**src/design/pab_pkg.sv**
```systemverilog
// Shared types and constants for the palette alpha blender.
// No dependencies; used by the interfaces, the blend datapath and the top level.
`default_nettype none

package pab_pkg;

    localparam int RB_W      = 5;
    localparam int G_W       = 6;
    localparam int ALPHA_W   = 8;
    localparam int CHAN8_W   = 8;
    localparam int PIX_W     = 16;
    localparam int IDX_W     = 8;
    localparam int WORD_W    = 32;
    localparam int RB_SUM_W  = 13;
    localparam int G_SUM_W   = 14;

    localparam logic [ALPHA_W-1:0] ALPHA_MAX = 8'hFF;

    localparam logic REQ_LOAD  = 1'b0;
    localparam logic REQ_PIXEL = 1'b1;

    typedef logic [PIX_W-1:0] pixel_t;

    typedef struct packed {
        logic [ALPHA_W-1:0] alpha;
        logic [RB_W-1:0]    src_r;
        logic [G_W-1:0]     src_g;
        logic [RB_W-1:0]    src_b;
        logic [RB_W-1:0]    dst_r;
        logic [G_W-1:0]     dst_g;
        logic [RB_W-1:0]    dst_b;
    } blend_in_t;

endpackage

`default_nettype wire

```
**src/design/pab_blend.sv**
```systemverilog
// Two-stage blend datapath: weighted channel sums, then divide by 255 and pack.
// Depends on pab_pkg for blend_in_t and widths.
`default_nettype none

module pab_blend (
    input  wire logic               clk,
    input  wire logic               en,
    input  wire pab_pkg::blend_in_t bin,
    output      pab_pkg::pixel_t    pix
);

    localparam int RBW = pab_pkg::RB_SUM_W;
    localparam int GW  = pab_pkg::G_SUM_W;

    logic [pab_pkg::ALPHA_W-1:0] inv_a;
    logic [RBW-1:0] r_sum_reg, r_sum_next;
    logic [GW-1:0]  g_sum_reg, g_sum_next;
    logic [RBW-1:0] b_sum_reg, b_sum_next;
    logic [RBW:0]   r_rnd;
    logic [GW:0]    g_rnd;
    logic [RBW:0]   b_rnd;
    pab_pkg::pixel_t pix_reg, pix_next;

    always_comb
    begin
        inv_a      = pab_pkg::ALPHA_MAX - bin.alpha;
        r_sum_next = RBW'(bin.dst_r) * RBW'(inv_a) + RBW'(bin.src_r) * RBW'(bin.alpha);
        g_sum_next = GW'(bin.dst_g) * GW'(inv_a) + GW'(bin.src_g) * GW'(bin.alpha);
        b_sum_next = RBW'(bin.dst_b) * RBW'(inv_a) + RBW'(bin.src_b) * RBW'(bin.alpha);
    end

    // x / 255 == (x + (x >> 8) + 1) >> 8 over the sum range
    always_comb
    begin
        r_rnd    = (RBW+1)'(r_sum_reg) + (RBW+1)'(r_sum_reg[RBW-1:8]) + (RBW+1)'(1);
        g_rnd    = (GW+1)'(g_sum_reg) + (GW+1)'(g_sum_reg[GW-1:8]) + (GW+1)'(1);
        b_rnd    = (RBW+1)'(b_sum_reg) + (RBW+1)'(b_sum_reg[RBW-1:8]) + (RBW+1)'(1);
        pix_next = {r_rnd[12:8], g_rnd[13:8], b_rnd[12:8]};
    end

    always_ff @(posedge clk)
    begin
        if (en)
        begin
            r_sum_reg <= r_sum_next;
            g_sum_reg <= g_sum_next;
            b_sum_reg <= b_sum_next;
            pix_reg   <= pix_next;
        end
    end

    assign pix = pix_reg;

endmodule

`default_nettype wire

```
**config.mk**
```make
export PLATFORM = sky130hd
export DESIGN_NAME = pab_blend
export DESIGN_NICKNAME = d
export VERILOG_FILES = /design/src/design/pab_pkg.sv /design/src/design/pab_blend.sv
export SDC_FILE = /design/constraint.sdc
export NUM_CORES = 1
export LEC_CHECK = 0
export BUFFER_PORTS_ARGS = -buffer_cell sky130_fd_sc_hd__buf_4
export CORE_MARGIN = 3
export CORE_UTILIZATION = 55
export DETAILED_ROUTE_END_ITERATION = 16
export HOLD_SLACK_MARGIN = 0.12
export PLACE_DENSITY_LB_ADDON = 0.15
export SLEW_MARGIN = 5
export SYNTH_ARGS = -nofsm -noshare
export SYNTH_HDL_FRONTEND = slang
export SYNTH_SLANG_ARGS = --single-unit
export TNS_END_PERCENT = 10
```
**constraint.sdc**
```tcl
create_clock -name clk -period 7 [get_ports clk]
set_input_delay 0.7 -clock clk [delete_from_list [all_inputs] [get_ports clk]]
set_output_delay 0.7 -clock clk [all_outputs]
set_load 0.1 [all_outputs]
```
==> impl_metrics.ini <==
[worst_hold_path]
hold_start = g_sum_reg[13]$_DFFE_PP_
min_to = pix[10]$_DFFE_PP_
worstHoldPathType = flop to flop
holdPathStages = 1

[pwr]
clkPwrFrac = 0.064
p_leak_nw = 5.51
swShare = 0.484
power_frac_seq = 0.170
cellPowerDensity_nw_per_um2 = 414
vdd_drop_max_mv = 0.376
internal-power_mw = 2.42
power.switching_mw = 2.27
p_comb_frac = 0.766

[synth]
syn_inst = 1065
synthTopCellsByCount = 224 x inv_1, 176 x fa_1, 118 x ha_1
ys_types = 47
syn_area_um2 = 10500
syn_avg_cell_area_um2 = 9.90
synth_most_common_cell = inv_1
synth_edf_count = 56
yosys_register_bits = 56
synth_top_area_cell = fa_1
ys_top_cells_by_area = fa_1 33%, edfxtp_1 16%, ha_1 14%, inv_1 8.0%, and2_1 5.0%
synth_warnings = 0
ys_seq_area_frac = 0.160
synthFlopType = edfxtp_1
netlist.area_leader.share = 0.334
async_flop_share = 0

[sta]
worst_hold_slack_ns = 0.598
fin_worst_skew_ns = 0.0150
final.setup.tns_ns = 0
slew_viol_final = 0
setup_violations = 0
fin_crit_ns = 5.08
period_share = 0.726
fin_ws_ns = 1.92
tightest_slew_ns = 0.739
fmax_mhz = 197
relSlewSlack = 0.507
hold_viol = 0
rsz0062_at_grt = no

[floorplanning]
die_h_um = 144
ios = 58
dieArea_um2 = 20900
die_w_um = 144
start_util = 0.562
core_um2 = 18800
rows = 50

[clock_tree]
root_buffer = clkbuf_16
numCtsBuffers = 5
cts_tree = done
cts_sinks = 56
cts_resized = 0
cts-htree-levels = 2
cts_hold_buf = 0
clock_path_buffers = 2
post-cts-setup-buffers = 0
clk_pin_slew_worst_paths_ns = 0.08
clkLatencyLatePin_ns = 0.31

[place]
port_buffers = 57
place_congestion = 0.814
dpl.hpwl_um = 16100
place_inst = 1334
dp_slack_ns = 1.61

[critical_path]
r2r-start = r_sum_reg[10]$_DFFE_PP_
cp.required_ns = 7.05
critPathArrivalTime_ns = 5.13
path_max_fanout = 32
cp-start-kind = input pin
max_stage_delay_ns = 0.53
cp_top_family = adder cells
reg2regPathDepth = 6
cp-end-kind = flop
r2r_slack_ns = 5.03
cp.buffers_inverters = 5
crit_path_cell_trace = buf_4 -> and2_1 -> fa_1 -> inv_1 -> fa_1 -> inv_1 -> fa_1 -> fa_1 -> inv_1 -> fa_1 -> inv_1 -> ha_1 -> o21a_2 -> and2_4 -> o21a_1 -> o41a_1 -> xor2_1
r2r_end = pix[15]$_DFFE_PP_
path_common_cell = fa_1
worstSetupPathType = input pin to flop
crit_slowest_cell = fa_1

[outcome]
status = finished, final reports clean

[global_route]
grt_util_all_layers = 0.211
antenna_found_initial = 0
grt-ovfl-total = 0
grt_pass1_wl_um = 35400
grt_max_degree = 57
grt_pass1_vias = 7467

[routing]
drt_wl_total_um = 20100
antenna_left = 0
drcViolationCount = 0
viasPerCell = 5.28
vias = 7095
wire_per_inst_um = 15.0
drt-initial-drc-count = 264
dr.pass1.iters = 5

[final_layout]
fillers = 1627
syn_to_final_growth_pct = 7.67
stdcell_count = 1343
drive_gt1_frac = 0.0677
final_nets = 1443
largest_register_ffs = 16

[run]
maxCapViolCount = 0
## area by class of cell
class,count,area (um2),area share
diodes,1,2.50,0.000220
clock buffers,6,129,0.0114
clock inverters,2,38.8,0.00342
inverters,224,841,0.0741
multi-input cells,763,7940,0.699
flip-flops and latches,56,1680,0.148
well taps,234,293,0.0258
repair buffers,57,428,0.0377
## placed cells by master (no fill, tap or decap), types with 3 or more instances in the layout
cell type  instances
edfxtp_1          56
a211oi_1          10
xnor2_1           39
nand2b_1          81
nand4_1            6
nand3_1            8
buf_4             57
nor3_1             6
a211o_1            3
a21oi_1           20
xor2_1             9
conb_1             3
nor2_1            18
and2_1            85
fa_1             176
nand2_1           55
mux2_2             3
inv_1            224
o21ai_1            6
nor3b_1            3
ha_1             118
clkbuf_16          5
a21o_1             7
o211ai_1           7
o21a_1            12
o21ai_0           11
nor2b_1           52
## metrics by stage
| stage | utilization | cell area (um2) | total power [mW] |
|---|---|---|---|
| global route | 0.605 | 11300 | 5.29 |
| CTS | 0.605 | 11300 | 4.74 |
| detailed placement | 0.596 | 11200 | 4.41 |
| finish | 0.605 | 11400 | 4.69 |
| global placement | 0.596 | 11200 | 4.34 |
| floorplan | - | 10600 | 3.67 |
## power by group through the flow
stage               Combinational (mW)  Clock [mW]  Sequential, mW
floorplan                         2.64           0            1.03
CTS                               3.63       0.308           0.797
global placement                  3.54           0           0.801
finish                            3.60       0.301           0.796
global route                      4.15       0.322           0.812
detailed placement                3.60           0           0.805
## worst max path at each step
stage	start	end	slack [ns]	cells after the start
after floorplan	bin[32]	g_sum_reg[10]$_DFFE_PP_	1.70	17
after global placement	bin[37]	g_sum_reg[10]$_DFFE_PP_	1.66	17
after detailed placement	bin[35]	r_sum_reg[12]$_DFFE_PP_	1.61	16
after CTS	bin[37]	g_sum_reg[10]$_DFFE_PP_	1.93	17
after global routing	bin[34]	b_sum_reg[11]$_DFFE_PP_	1.72	15
final	bin[37]	g_sum_reg[10]$_DFFE_PP_	1.92	17
## cells by family after synthesis
| group | Yosys count | share of synthesized area |
|---|---|---|
| xor+xnor | 48 | 0.0399 |
| other cells | 1 | 0.000356 |
| compound gates | 90 | 0.0589 |
| mux | 3 | 0.00320 |
| buf+inv | 248 | 0.0883 |
| fa+ha+maj | 294 | 0.474 |
| flops | 56 | 0.160 |
| simple gates | 325 | 0.176 |
## layer usage
metal | vias to the layer above | part of all wire | GRT usage
met4 | 0 | 0.019 | 0.0520
met1 | 3558 | 0.46 | 0.292
met2 | 116 | 0.49 | 0.360
met3 | 27 | 0.032 | 0.0215
met5 | - | 0 | 0
li1 | 3394 | - | -
Note: power is estimated with default switching activity, not from simulation.
